--- config.mk ---
export PLATFORM = sky130hd
export DESIGN_NAME = ftp_reply_parser
export DESIGN_NICKNAME = d
export VERILOG_FILES = /design/src/hw/rtl/frp_pkg.sv /design/src/hw/rtl/frp_core.sv /design/src/hw/rtl/ftp_reply_parser.sv
export SDC_FILE = /design/constraint.sdc
export NUM_CORES = 1
export LEC_CHECK = 0
export BUFFER_PORTS_ARGS = -buffer_cell sky130_fd_sc_hd__buf_2
export CORE_MARGIN = 4
export CORE_UTILIZATION = 31
export CTS_CLUSTER_DIAMETER = 30
export DETAILED_ROUTE_END_ITERATION = 8
export PLACE_DENSITY_LB_ADDON = 0.2
export SLEW_MARGIN = 5
export SYNTH_ARGS = -nofsm -noshare
export SYNTH_HDL_FRONTEND = slang
export SYNTH_SLANG_ARGS = --single-unit
--- constraint.sdc ---
create_clock -name clk -period 7.1 [get_ports clk]
set_clock_uncertainty 0.2 [all_clocks]
set_input_delay 0.355 -clock clk [delete_from_list [all_inputs] [get_ports clk]]
set_output_delay 0.355 -clock clk [all_outputs]
set_load 0.03 [all_outputs]
--- src/hw/rtl/frp_pkg.sv ---
// ----------------------------------------------------------------------------
// frp_pkg: shared types and helpers of the ftp reply parser
// constants, status codes, result struct and reply code decoding
// ----------------------------------------------------------------------------
package frp_pkg;

    localparam int LINE_LIMIT_DEF = 512;
    localparam int CAP_W          = 16;
    localparam int CODE_W         = 10;
    localparam int HEAD_N         = 4;

    localparam logic [CAP_W-1:0] CAPACITY_RST = 16'd4096;

    localparam logic [7:0] CH_LF     = 8'h0A;
    localparam logic [7:0] CH_HYPHEN = 8'h2D;
    localparam logic [7:0] CH_SPACE  = 8'h20;

    typedef enum logic [1:0]
    {
        ST_OK        = 2'd0,
        ST_PROTO_ERR = 2'd1,
        ST_OVERFLOW  = 2'd2
    } status_t;

    typedef struct packed
    {
        logic [CODE_W-1:0] reply_code;
        status_t           status;
    } result_t;

    function automatic logic is_dec(input logic [7:0] b);
        return b inside {[8'h30:8'h39]};
    endfunction

    // digits are ascii, so the low nibble is the digit value
    function automatic logic [CODE_W-1:0] head_value(
        input logic [7:0] b0,
        input logic [7:0] b1,
        input logic [7:0] b2
    );
        logic [CODE_W-1:0] v;
        v = CODE_W'(b0[3:0]) * CODE_W'(100)
          + CODE_W'(b1[3:0]) * CODE_W'(10)
          + CODE_W'(b2[3:0]);
        return v;
    endfunction

endpackage

--- src/hw/rtl/frp_core.sv ---
// ----------------------------------------------------------------------------
// frp_core: reply framing state of the ftp reply parser
// tracks line head, line and text length and gives one result per reply
// ----------------------------------------------------------------------------
module frp_core
    import frp_pkg::*;
#(
    parameter int LINE_LIMIT = LINE_LIMIT_DEF
)
(
    input  logic             clk,
    input  logic             rst_n,
    input  logic             in_valid,
    input  logic [7:0]       in_byte,
    input  logic             in_closed,
    input  logic [CAP_W-1:0] reply_capacity,
    output logic             res_valid,
    output result_t          res
);

    localparam int LEN_W = $clog2(LINE_LIMIT);
    localparam logic [LEN_W-1:0] LEN_MAX = LEN_W'(LINE_LIMIT - 1);

    logic [LEN_W-1:0]  line_len_reg, line_len_next;
    logic [CAP_W-1:0]  text_len_reg, text_len_next;
    logic [7:0]        head_reg [HEAD_N];
    logic [7:0]        head_next [HEAD_N];
    logic              first_line_reg, first_line_next;
    logic              multi_reg, multi_next;
    logic [CODE_W-1:0] exp_code_reg, exp_code_next;

    logic              stores;
    logic [LEN_W-1:0]  len_new;
    logic [7:0]        head_new [HEAD_N];
    logic [CAP_W:0]    text_sum;
    logic              over;
    logic              digits_ok;
    logic [CODE_W-1:0] code_new;
    logic              restart;
    logic              clear_line;

    assign stores = (line_len_reg != LEN_MAX);
    assign len_new = stores ? line_len_reg + LEN_W'(1) : line_len_reg;

    always_comb
    begin
        for (int i = 0; i < HEAD_N; i++)
        begin
            head_new[i] = (stores && line_len_reg == LEN_W'(i)) ? in_byte : head_reg[i];
        end
    end

    assign text_sum  = {1'b0, text_len_reg} + (CAP_W + 1)'(len_new);
    assign over      = (text_sum >= {1'b0, reply_capacity});
    assign digits_ok = is_dec(head_new[0]) && is_dec(head_new[1]) && is_dec(head_new[2]);
    assign code_new  = head_value(head_new[0], head_new[1], head_new[2]);

    always_comb
    begin
        res_valid       = 1'b0;
        res.reply_code  = '0;
        res.status      = ST_OK;
        restart         = 1'b0;
        clear_line      = 1'b0;
        line_len_next   = line_len_reg;
        text_len_next   = text_len_reg;
        first_line_next = first_line_reg;
        multi_next      = multi_reg;
        exp_code_next   = exp_code_reg;
        for (int i = 0; i < HEAD_N; i++)
        begin
            head_next[i] = head_reg[i];
        end

        if (in_valid)
        begin
            if (in_closed)
            begin
                res_valid  = 1'b1;
                res.status = ST_PROTO_ERR;
                restart    = 1'b1;
            end
            else if (in_byte != CH_LF)
            begin
                line_len_next = len_new;
                for (int i = 0; i < HEAD_N; i++)
                begin
                    head_next[i] = head_new[i];
                end
            end
            // the capacity test comes before any head check
            else if (over)
            begin
                res_valid  = 1'b1;
                res.status = ST_OVERFLOW;
                restart    = 1'b1;
            end
            else if (first_line_reg)
            begin
                if (!digits_ok)
                begin
                    res_valid  = 1'b1;
                    res.status = ST_PROTO_ERR;
                    restart    = 1'b1;
                end
                else if (head_new[3] == CH_HYPHEN)
                begin
                    multi_next      = 1'b1;
                    first_line_next = 1'b0;
                    exp_code_next   = code_new;
                    text_len_next   = text_sum[CAP_W-1:0];
                    clear_line      = 1'b1;
                end
                else if (head_new[3] == CH_SPACE)
                begin
                    res_valid      = 1'b1;
                    res.reply_code = code_new;
                    restart        = 1'b1;
                end
                else
                begin
                    res_valid  = 1'b1;
                    res.status = ST_PROTO_ERR;
                    restart    = 1'b1;
                end
            end
            else if (multi_reg && digits_ok && code_new == exp_code_reg
                     && head_new[3] == CH_SPACE)
            begin
                res_valid      = 1'b1;
                res.reply_code = exp_code_reg;
                restart        = 1'b1;
            end
            else
            begin
                // continuation line inside a multi-line reply
                text_len_next = text_sum[CAP_W-1:0];
                clear_line    = 1'b1;
            end

            if (clear_line)
            begin
                line_len_next = '0;
                for (int i = 0; i < HEAD_N; i++)
                begin
                    head_next[i] = '0;
                end
            end

            if (restart)
            begin
                line_len_next   = '0;
                text_len_next   = '0;
                first_line_next = 1'b1;
                multi_next      = 1'b0;
                exp_code_next   = '0;
                for (int i = 0; i < HEAD_N; i++)
                begin
                    head_next[i] = '0;
                end
            end
        end
    end

    always_ff @(posedge clk or negedge rst_n)
    begin
        if (!rst_n)
        begin
            line_len_reg   <= '0;
            text_len_reg   <= '0;
            first_line_reg <= 1'b1;
            multi_reg      <= 1'b0;
            exp_code_reg   <= '0;
            for (int i = 0; i < HEAD_N; i++)
            begin
                head_reg[i] <= '0;
            end
        end
        else
        begin
            line_len_reg   <= line_len_next;
            text_len_reg   <= text_len_next;
            first_line_reg <= first_line_next;
            multi_reg      <= multi_next;
            exp_code_reg   <= exp_code_next;
            for (int i = 0; i < HEAD_N; i++)
            begin
                head_reg[i] <= head_next[i];
            end
        end
    end

endmodule

--- src/hw/rtl/ftp_reply_parser.sv ---
// ----------------------------------------------------------------------------
// ftp_reply_parser: ftp control channel reply end detector
// one received word per cycle in, one result word per finished reply out
// ----------------------------------------------------------------------------
// result: the word that ends a reply is registered into the result queue, whose head drives m_axis
// throughput: one word per cycle; the two-entry result queue stalls s_axis
//   only while two result words wait for the sink
// reset: parser state cleared to the start of a reply, result queue empty,
//   reply capacity 4096
// ----------------------------------------------------------------------------
module ftp_reply_parser
    import frp_pkg::*;
#(
    parameter int LINE_LIMIT = LINE_LIMIT_DEF
)
(
    input  logic             clk,
    input  logic             rst_n,
    input  logic             cfg_we,
    input  logic [CAP_W-1:0] cfg_wdata,
    input  logic             s_axis_tvalid,
    output logic             s_axis_tready,
    input  logic [7:0]       s_axis_tdata,   // [7:0] rx_byte
    input  logic             s_axis_tuser,   // [0] link_closed
    output logic             m_axis_tvalid,
    input  logic             m_axis_tready,
    output logic [15:0]      m_axis_tdata,   // [9:0] reply_code, [15:10] zero
    output logic [1:0]       m_axis_tuser    // [1:0] status
);

    logic [CAP_W-1:0] capacity_reg;
    logic             in_valid;
    logic             res_valid;
    result_t          res;

    logic [1:0] cnt_reg, cnt_next;
    result_t    slot0_reg, slot0_next;
    result_t    slot1_reg, slot1_next;
    logic       pop;

    always_ff @(posedge clk or negedge rst_n)
    begin
        if (!rst_n)
        begin
            capacity_reg <= CAPACITY_RST;
        end
        else if (cfg_we)
        begin
            capacity_reg <= cfg_wdata;
        end
    end

    assign s_axis_tready = (cnt_reg != 2'd2);
    assign in_valid      = s_axis_tvalid && s_axis_tready;

    frp_core #(
        .LINE_LIMIT (LINE_LIMIT)
    ) u_core (
        .clk            (clk),
        .rst_n          (rst_n),
        .in_valid       (in_valid),
        .in_byte        (s_axis_tdata),
        .in_closed      (s_axis_tuser),
        .reply_capacity (capacity_reg),
        .res_valid      (res_valid),
        .res            (res)
    );

    // slot0 drives the output, slot1 holds a result behind it
    assign pop = m_axis_tvalid && m_axis_tready;

    always_comb
    begin
        cnt_next   = cnt_reg;
        slot0_next = slot0_reg;
        slot1_next = slot1_reg;
        case (cnt_reg)
            2'd0:
            begin
                if (res_valid)
                begin
                    slot0_next = res;
                    cnt_next   = 2'd1;
                end
            end
            2'd1:
            begin
                if (res_valid && pop)
                begin
                    slot0_next = res;
                end
                else if (res_valid)
                begin
                    slot1_next = res;
                    cnt_next   = 2'd2;
                end
                else if (pop)
                begin
                    cnt_next = 2'd0;
                end
            end
            2'd2:
            begin
                if (pop)
                begin
                    slot0_next = slot1_reg;
                    cnt_next   = 2'd1;
                end
            end
            default:
            begin
                cnt_next = 2'd0;
            end
        endcase
    end

    always_ff @(posedge clk or negedge rst_n)
    begin
        if (!rst_n)
        begin
            cnt_reg <= 2'd0;
        end
        else
        begin
            cnt_reg <= cnt_next;
        end
    end

    always_ff @(posedge clk)
    begin
        slot0_reg <= slot0_next;
        slot1_reg <= slot1_next;
    end

    assign m_axis_tvalid = (cnt_reg != 2'd0);
    assign m_axis_tdata  = {(16 - CODE_W)'(0), slot0_reg.reply_code};
    assign m_axis_tuser  = slot0_reg.status;

endmodule

==> results of run 1 <==
## final cells by class
type | instances | share of cell area (%)
Clock buffer | 11 | 3.00
Inverter | 44 | 2.04
Multi-Input combinational cell | 540 | 48.2
Clock inverter | 5 | 0.649
Sequential cell | 111 | 35.8
Timing Repair Buffer | 72 | 5.87
Tap cell | 285 | 4.40
## layer usage
layer / routed length (um) / global-route usage (%)
met1: 9020 / 20.8
met2: 7030 / 20.0
met5: 0 / 0
met3: 704 / 2.82
met4: 264 / 4.14
## where the power goes
| group | internal (mW) | total [mW] | leakage [nW] | switching (mW) |
|---|---|---|---|---|
| Sequential | 0.691 | 0.713 | 1.38 | 0.0217 |
| Combinational | 0.306 | 0.722 | 2.24 | 0.416 |
| Clock | 0.257 | 0.516 | 0.143 | 0.259 |
## per-stage QoR
step	worst slack, ps	std cells	util, %
finish	469	1068	35.9
global route	15.5	1068	35.9
CTS	104	1068	35.8
detailed placement	133	1036	33.8
global placement	252	1036	33.8
floorplan	467	731	-
## placed cells by master, fill, tap and decap left out, drive strengths merged, types with 16 or more instances in the layout
cell / Yosys / layout
nand2: 90 / 90
dfrtp: 85 / 85
ha: 56 / 56
buf: 13 / 56
o21ai: 50 / 50
inv: 44 / 47
a22o: 45 / 45
nor2: 43 / 43
xnor2: 24 / 24
edfxtp: 24 / 24
a21oi: 22 / 22
mux2i: 21 / 21
nand3: 18 / 18
dlygate4sd3: 0 / 16
## worst max-delay path: stages (launching register included)
cell	delay, ps
dfrtp_1	440
ha_1	300
and4_1	230
and4_2	250
nand2_1	240
and4_1	330
nand3_1	150
xnor2_1	180
ha_1	410
a21oi_1	110
a21boi_0	190
o31a_1	220
o2bb2ai_1	260
nand3_1	150
xnor2_1	260
ha_1	310
a211oi_1	220
o21ai_0	150
a211o_1	310
a311oi_1	250
buf_4	210
or3b_4	430
nor2_2	290
nor4b_2	80
buf_4	220
## what timing repair did
item / in CTS / in global routing
resized for setup: 0 / 3
hold buffers: 16 / 0
buffers inserted: 0 / 0
setup endpoints to repair: 0 / 25
hold endpoints to repair: 37 / 0
## cell families after synthesis
logic type | count (synthesis)
adder cells (fa/ha/maj) | 62
AO/OA/AOI/OAI | 181
buffers and inverters | 80
multiplexers | 24
XOR/XNOR | 40
other | 1
flip-flops | 111
AND/OR/NAND/NOR | 227
## final timing paths
| check | from | to | slack (ps) | cells after the start |
|---|---|---|---|---|
| max reg2reg | u_core.line_len_reg[0] | slot1_reg[8] | 470 | 24 |
| min reg2reg | u_core.head_reg[25] | u_core.head_reg[25] | 290 | 2 |
| min in group asynchronous | rst_n | u_core.head_reg[29] | 220 | 2 |
| max in group asynchronous | rst_n | u_core.exp_code_reg[8] | 5300 | 3 |
| min | cfg_wdata[15] | capacity_reg[15] | 10 | 3 |
| max | u_core.line_len_reg[0] | slot1_reg[8] | 470 | 24 |
==> run metrics, run 1 <==
P&R area growth vs syn 14.1%; main combinational cell family by area after synthesis compound AO/OA/AOI/OAI gates; Clock Latency Late Sink 370 ps; Congestion Overflow GR 0; relative slew slack 36.6%; fillers 2275; max reg flops 32; final setup vio count 0; Via-to-Cell Ratio 5.03; commonest cells in the netlist 89 x nand2_1, 85 x dfrtp_1, 56 x ha_1, 48 x o21ai_0, 45 x a22o_1; cts bufs inserted 9; post-layout instance area 8100 um2; Clk pin slew, worst setup/hold paths 80 ps; status complete, no violations; Final Hold Fails 0; WP data arrival 6550 ps; Worst-Margin Slew 948 ps; fraction of layout cells with a size suffix above 1 12.5%; CP endpoint kind flop; first-pass GRT wire length 28800 um; most common cell in the synthesized netlist nand2_1; CP Launch Type flop; Multi-input gate area 3900 um2; Yosys top cell by area dfrtp_1; drc violations 0; clk root buf clkbuf_16; asr flop ratio synth 78.4%; IO Port Bufs 43; clock sink count 111; Design Power 1.95 mW; leak pwr 3.77 nW; # diodes 0; Post-Syn Area 7090 um2; Final min period 6630 ps; Adder-Cell Fraction of Synth Area 11.6%; highest clock rate 151 MHz; RSZ-0062 raised after global routing false; Register Area 2900 um2; Most used DFF post-synth dfrtp_1; largest net degree at the start of global routing 66; die area 25400 um2; standard-cell rows 55; #FFs+latches synth 111; die width 159 um; WHS 11.0 ps; Yosys warning count 0; Post-Syn Area per Cell 9.77 um2; Net count, final 870; die extent in y 159 um; Power Density 241 nW/um2; Worst Path Max Fanout 12; number of global-route vias before repair 5337; Yosys cell types 72; post-synthesis simple-gate area fraction 16.6%; drt total wl 17000 um; total number of vias 5369; critical path class flop to flop; Antenna Violating Nets Remaining 0; setup TNS 0 ps; CTS tree done; Synth Instances 726; Final period util 93.4%; CTS Buffer Depth 2; H-tree Lvls 3; Max-Cap Viols 0; Post-synth EDFFs 24; Initial Util 31.4%; kind of path behind the tightest hold check input pin to flop; Synth Area in Compound Gates 17.6%; I/O Pins 50; xor and xnor area share after synthesis 5.13%; GP Congestion 0.792; Peak VDD IR 0.000118 V; initial antenna violation count 0; Post-DP HPWL 12600 um; required time of the critical path 7020 ps; core area 22600 um2; Yosys top cell area share 30.0%; fin. max-slew vios 0; GR Util All Layers 13.8%; Avg WL per Cell 15.9 um; initial DRC count 327; DP Area 7620 um2; DR pass1 iterations 5; Seq/Total Area, Yosys 40.9%; multiplexer share of the synthesized area 3.49%; Synth area leaders dfrtp_1 30%, edfxtp_1 10%, ha_1 9.9%, a22o_1 5.6%, nand2_1 4.7%
(Power assumes the default switching activity.)
==> inputs of run 2 (changes only) <==
--- a/config.mk
+++ b/config.mk
@@ -5,6 +5,7 @@
 export SDC_FILE = /design/constraint.sdc
 export NUM_CORES = 1
 export LEC_CHECK = 0
+export ABC_AREA = 1
 export BUFFER_PORTS_ARGS = -buffer_cell sky130_fd_sc_hd__buf_2
 export CORE_MARGIN = 4
 export CORE_UTILIZATION = 31
==> run 2 against run 1 <==
Against the previous run:
- sequential power rose by 8.6%
- routed wire length is 8.8% higher
- worst hold slack improved by 10 ps
- first-iteration DRC count rose by 10%
- global-route usage increased by 0.50 points
- area after synthesis is 7.1% higher
- power increased by 43%
- critical endpoint is now m_axis_tdata[2]
- count of clock-buffer cells in the layout fell by 2
- largest cell class unchanged
- highest routed layer unchanged
- die area increased by 6.7%
- synthesized cell count increased by 37%
==> run metrics, run 2 <==
status complete, no violations; setup ws final 1090 ps; die extent in y 165 um; CP endpoint kind flop; Max-Cap Viols 0; Post-DP HPWL 14000 um; Via-to-Cell Ratio 4.56; Peak VDD IR 0.000192 V; share of total power in sequential cells 27.8%; RSZ-0062 raised after global routing false; initial antenna violation count 0; CTS tree done; switching share of power 45.4%; Seq/Total Area, Yosys 38.2%; Top cell by count, worst path nand2_1; Power Density 325 nW/um2; most frequent cells in the layout 306 x nand2_1, 145 x inv_1, 85 x dfrtp_1; Worst R2R End m_axis_tdata[2]; Post-Syn Area per Cell 7.65 um2; crit path capture m_axis_tdata[2]; first-pass GRT wire length 31100 um; Yosys warning count 0; Post-Syn Area 7600 um2; CP Launch Point u_core.line_len_reg[0]; reg2reg start u_core.line_len_reg[0]; Register Area 2900 um2; Setup Buffers After CTS 0; Synth Instances 993; setup TNS 0 ps; r2r setup slk 1090 ps; # placed instances 1343; Antenna Violating Nets Remaining 0; number of global-route vias before repair 6194; post-layout instance area 8580 um2; DP Area 8110 um2; drc violations 0; DR pass1 iterations 5; I/O Pins 50; die area 27100 um2; cts bufs inserted 9; Final min period 6010 ps; post-place setup slack 744 ps; GP Congestion 0.859; Final period util 84.7%; fillers 2539; Avg WL per Cell 13.5 um; Worst path slowest cell o21ai_2; die width 165 um; P&R area growth vs syn 12.9%; H-tree Lvls 3; total number of vias 6269; Multi-input gate area 3960 um2; clk root buf clkbuf_16; Worst Path Max Fanout 12; critical path class flop to flop; Yosys top cell by area dfrtp_1; commonest non-fill, non-tap cell in the layout nand2_1; GR Util All Layers 14.3%; R2R depth 34; Comb pwr share 53.0%; # diodes 0; Clock Power Share 19.2%; Final Hold Fails 0; fin. max-slew vios 0; Synth area leaders dfrtp_1 28%, nand2_1 15%, edfxtp_1 9.5%, ha_1 9.2%, inv_1 7.2%; Clock Latency Late Sink 360 ps; core area 24200 um2; leak pwr 4.37 nW; P_sw 1.26 mW; fraction of layout cells with a size suffix above 1 9.90%; Most used DFF post-synth dfrtp_1; clock sink count 111; CTS Buffer Depth 2; IO Port Bufs 43; standard-cell rows 57; Pint 1.52 mW; required time of the critical path 6900 ps; Worst-Margin Slew 1280 ps; Yosys top cell area share 28.0%; Net count, final 1137; kind of path behind the tightest hold check input pin to flop; #FFs+latches synth 111; final setup vio count 0; highest clock rate 166 MHz; Critical Path Max Stage Delay 580 ps; most common cell in the synthesized netlist nand2_1; max reg flops 32; largest net degree at the start of global routing 55; commonest cells in the netlist 306 x nand2_1, 145 x inv_1, 85 x dfrtp_1, 67 x nand3_1, 56 x ha_1; initial DRC count 360; non-filler instance count after layout 1374; Initial Util 31.4%; asr flop ratio synth 78.4%; CP Launch Type flop; Yosys cell types 48; drt total wl 18500 um; Post-synth EDFFs 24; Clk pin slew, worst setup/hold paths 80 ps; WP data arrival 5810 ps; relative slew slack 13.9%; Congestion Overflow GR 0
run 2: power groups by stage:
stage | clock (mW) | combinational [mW] | sequential (mW)
2_1_floorplan | 0 | 1.06 | 0.837
3_5_place_dp | 0 | 1.47 | 0.789
5_1_grt | 0.578 | 1.69 | 0.785
4_1_cts | 0.554 | 1.49 | 0.776
6_report | 0.535 | 1.48 | 0.774
3_3_place_gp | 0 | 1.48 | 0.787
run 2: layout make-up:
type | instances | share of cell area, %
Sequential cell | 111 | 33.8
Multi-Input combinational cell | 705 | 46.2
Clock buffer | 9 | 2.63
Clock inverter | 7 | 0.963
Inverter | 151 | 6.61
Timing Repair Buffer | 67 | 5.08
Tap cell | 324 | 4.73
run 2: through the flow:
stage	hold WS [ps]	util, %	power [mW]
5_1_grt	15.6	35.5	3.06
3_3_place_gp	136	33.6	2.27
6_report	21.1	35.5	2.78
3_5_place_dp	139	33.6	2.26
2_1_floorplan	-141	-	1.89
4_1_cts	7.91	35.5	2.82
run 2: logic make-up after synthesis:
| logic type | synth area share, % |
|---|---|
| XOR/XNOR | 3.18 |
| buffers and inverters | 9.98 |
| flip-flops | 38.2 |
| other | 0.0494 |
| AO/OA/AOI/OAI | 10.2 |
| multiplexers | 0.148 |
| AND/OR/NAND/NOR | 27.5 |
| adder cells (fa/ha/maj) | 10.8 |
run 2: critical path: cells and delay by family (launching register included):
family / cells / cell delay [ps]
buffers and inverters: 6 / 430
DFF: 1 / 380
xor gates and xnor gates: 2 / 380
AOI/OAI and AO/OA: 4 / 1060
and+or+nand+nor: 18 / 2120
adders and majority gates: 4 / 1080
run 2: worst min path at each step:
stage,startpoint,to,cells after the start
2_1_floorplan,rst_n,capacity_reg[0],0
3_3_place_gp,rst_n,capacity_reg[9],1
3_5_place_dp,rst_n,capacity_reg[9],1
4_1_cts,cfg_wdata[2],capacity_reg[2],3
5_1_grt,cfg_wdata[0],capacity_reg[0],2
6_report,cfg_wdata[2],capacity_reg[2],3
run 2: metal layers:
| layer | wire length (um) | up-vias | GRT usage (%) |
|---|---|---|---|
| met2 | 8870 | 75 | 24.7 |
| met5 | 0 | - | 0 |
| li1 | - | 3294 | - |
| met1 | 8990 | 2886 | 19.2 |
| met4 | 162 | 0 | 2.91 |
| met3 | 477 | 14 | 2.02 |
run 2: repair_timing:
item	CTS	global route
resized for setup	0	1
endpoints found under the setup margin	0	1
endpoints found under the hold margin	47	0
hold buffers	15	0
==> inputs of run 3 (changes only) <==
==> constraint.sdc (replaced) <==
create_clock -name clk -period 4.99 [get_ports clk]
set_clock_uncertainty 0.2 [all_clocks]
set_input_delay 0.2495 -clock clk [delete_from_list [all_inputs] [get_ports clk]]
set_output_delay 0.2495 -clock clk [all_outputs]
set_load 0.03 [all_outputs]
==> run 3 against run 2 <==
Against the previous run:
- via count increased by 10%
- routed wire length rose by 12%
- sequential share of layout area shrank 5.1 points
- flip-flop and latch count unchanged
==> run metrics, run 3 (synthesized netlist as in run 2, its figures left out) <==
status complete, no violations; commonest non-fill, non-tap cell in the layout nand2_1; Clk pin slew, worst setup/hold paths 90 ps; Pint 2.69 mW; Top cell by count, worst path buf_4; CP Launch Type flop; setup TNS 0 ps; Final Hold Fails 0; fillers 2408; number of global-route vias before repair 6917; Design Power 4.74 mW; clk root buf clkbuf_16; die width 165 um; initial antenna violation count 0; critical path class flop to flop; IO Port Bufs 43; RSZ-0062 raised after global routing true; drc violations 0; initial DRC count 298; CTS tree done; P&R area growth vs syn 33.1%; Clock Latency Late Sink 370 ps; Congestion Overflow GR 0; standard-cell rows 57; core area 24200 um2; GR Util All Layers 15.3%; largest net degree at the start of global routing 62; Final min period 4960 ps; max reg flops 32; H-tree Lvls 3; Comb pwr share 61.2%; Register Area 2900 um2; GP Congestion 0.852; Peak VDD IR 0.000275 V; post-layout instance area 10100 um2; Post-DP HPWL 14600 um; relative slew slack 43.1%; Power Density 469 nW/um2; first-pass GRT wire length 33400 um; CTS Buffer Depth 2; highest clock rate 202 MHz; Avg WL per Cell 13.8 um; Via-to-Cell Ratio 4.63; Worst path slowest cell dfrtp_1; die area 27100 um2; kind of path behind the tightest hold check input pin to flop; DR pass1 iterations 5; required time of the critical path 4930 ps; drt total wl 20700 um; DP Area 8800 um2; final setup vio count 0; Antenna Violating Nets Remaining 0; cts bufs inserted 9; Net count, final 1256; Initial Util 31.4%; non-filler instance count after layout 1493; WP data arrival 4900 ps; Worst-Margin Slew 853 ps; # diodes 0; fin. max-slew vios 0; Final period util 99.4%; total number of vias 6909; Multi-input gate area 4500 um2; # placed instances 1421; Critical Path Max Stage Delay 400 ps; most frequent cells in the layout 286 x nand2_1, 136 x inv_1, 116 x buf_4; CP endpoint kind flop; share of total power in sequential cells 23.2%; Worst Path Max Fanout 6; switching share of power 43.2%; die extent in y 165 um; leak pwr 5.07 nW; fraction of layout cells with a size suffix above 1 27.3%; Clock Power Share 15.6%; clock sink count 111; I/O Pins 50; Max-Cap Viols 0; P_sw 2.05 mW
-- run 3: changes by cell type in the layout (fill, tap and decap cells not counted), moves of 9 or more --
cell     before  now
ha_1         56   44
buf_4        10  116
a21oi_2       1   12
nor2_1       43   33
nand2_2       5   21
inv_1       145  136
a21oi_1      34   19
nand2_1     306  286
-- run 3: power groups by stage --
stage | clock network [mW] | logic [mW] | registers [mW]
floorplan | 0 | 1.52 | 1.19
global placement | 0 | 2.60 | 1.12
detailed placement | 0 | 2.61 | 1.12
CTS | 0.754 | 2.76 | 1.10
global route | 0.787 | 3.26 | 1.11
finish | 0.739 | 2.90 | 1.10
-- run 3: cell type report --
class	count	share of cell area [%]
Clock buffer	9	2.23
Clock inverter	7	0.607
Inverter	151	5.63
Multi-Input combinational cell	705	44.5
Sequential cell	111	28.7
Tap cell	324	4.01
Timing Repair Buffer	186	14.3
-- run 3: path summary, 6_finish.rpt --
check | startpoint | end | slack, ps | cells past startpoint
worst max register to register | u_core.line_len_reg[0] | m_axis_tdata[4] | 30 | 34
min in group asynchronous | rst_n | capacity_reg[10] | 290 | 2
worst max-delay path | u_core.line_len_reg[0] | m_axis_tdata[4] | 30 | 34
max in group asynchronous | rst_n | u_core.first_line_reg | 3330 | 3
worst min register to register | u_core.head_reg[29] | u_core.head_reg[29] | 290 | 2
worst min-delay path | s_axis_tuser | slot1_reg[1] | 30 | 2
-- run 3: critical path, delay by kind of cell (launching register included) --
family | cells | cell delay, ps
XOR/XNOR | 1 | 170
AND/OR/NAND/NOR | 15 | 1250
buffers and inverters | 11 | 1230
flip-flops | 1 | 400
adder cells (fa/ha/maj) | 3 | 760
AO/OA/AOI/OAI | 4 | 700
-- run 3: layer usage --
layer	GRT usage, %	vias up	wire (um)
met5	0	-	0
met4	3.93	0	304
met3	2.52	17	595
met2	27.9	99	10500
met1	18.9	3268	9270
li1	-	3525	-
-- run 3: what timing repair did --
action	4_1_cts	5_1_grt
buffers inserted	29	6
hold endpoints to repair	77	0
pin swaps	18	30
gates resized for setup	45	76
hold buffers	18	0
gates cloned	1	2
setup endpoints to repair	73	78
-- run 3: through the flow --
stage	util (%)	hold WS (ps)	setup slack, ps
final	41.8	29.4	32.4
after global routing	41.8	11.6	-221
after CTS	40.2	18.2	-67.8
after detailed placement	36.4	195	-206
after global placement	36.4	191	-97.7
after floorplan	-	-246	19.5
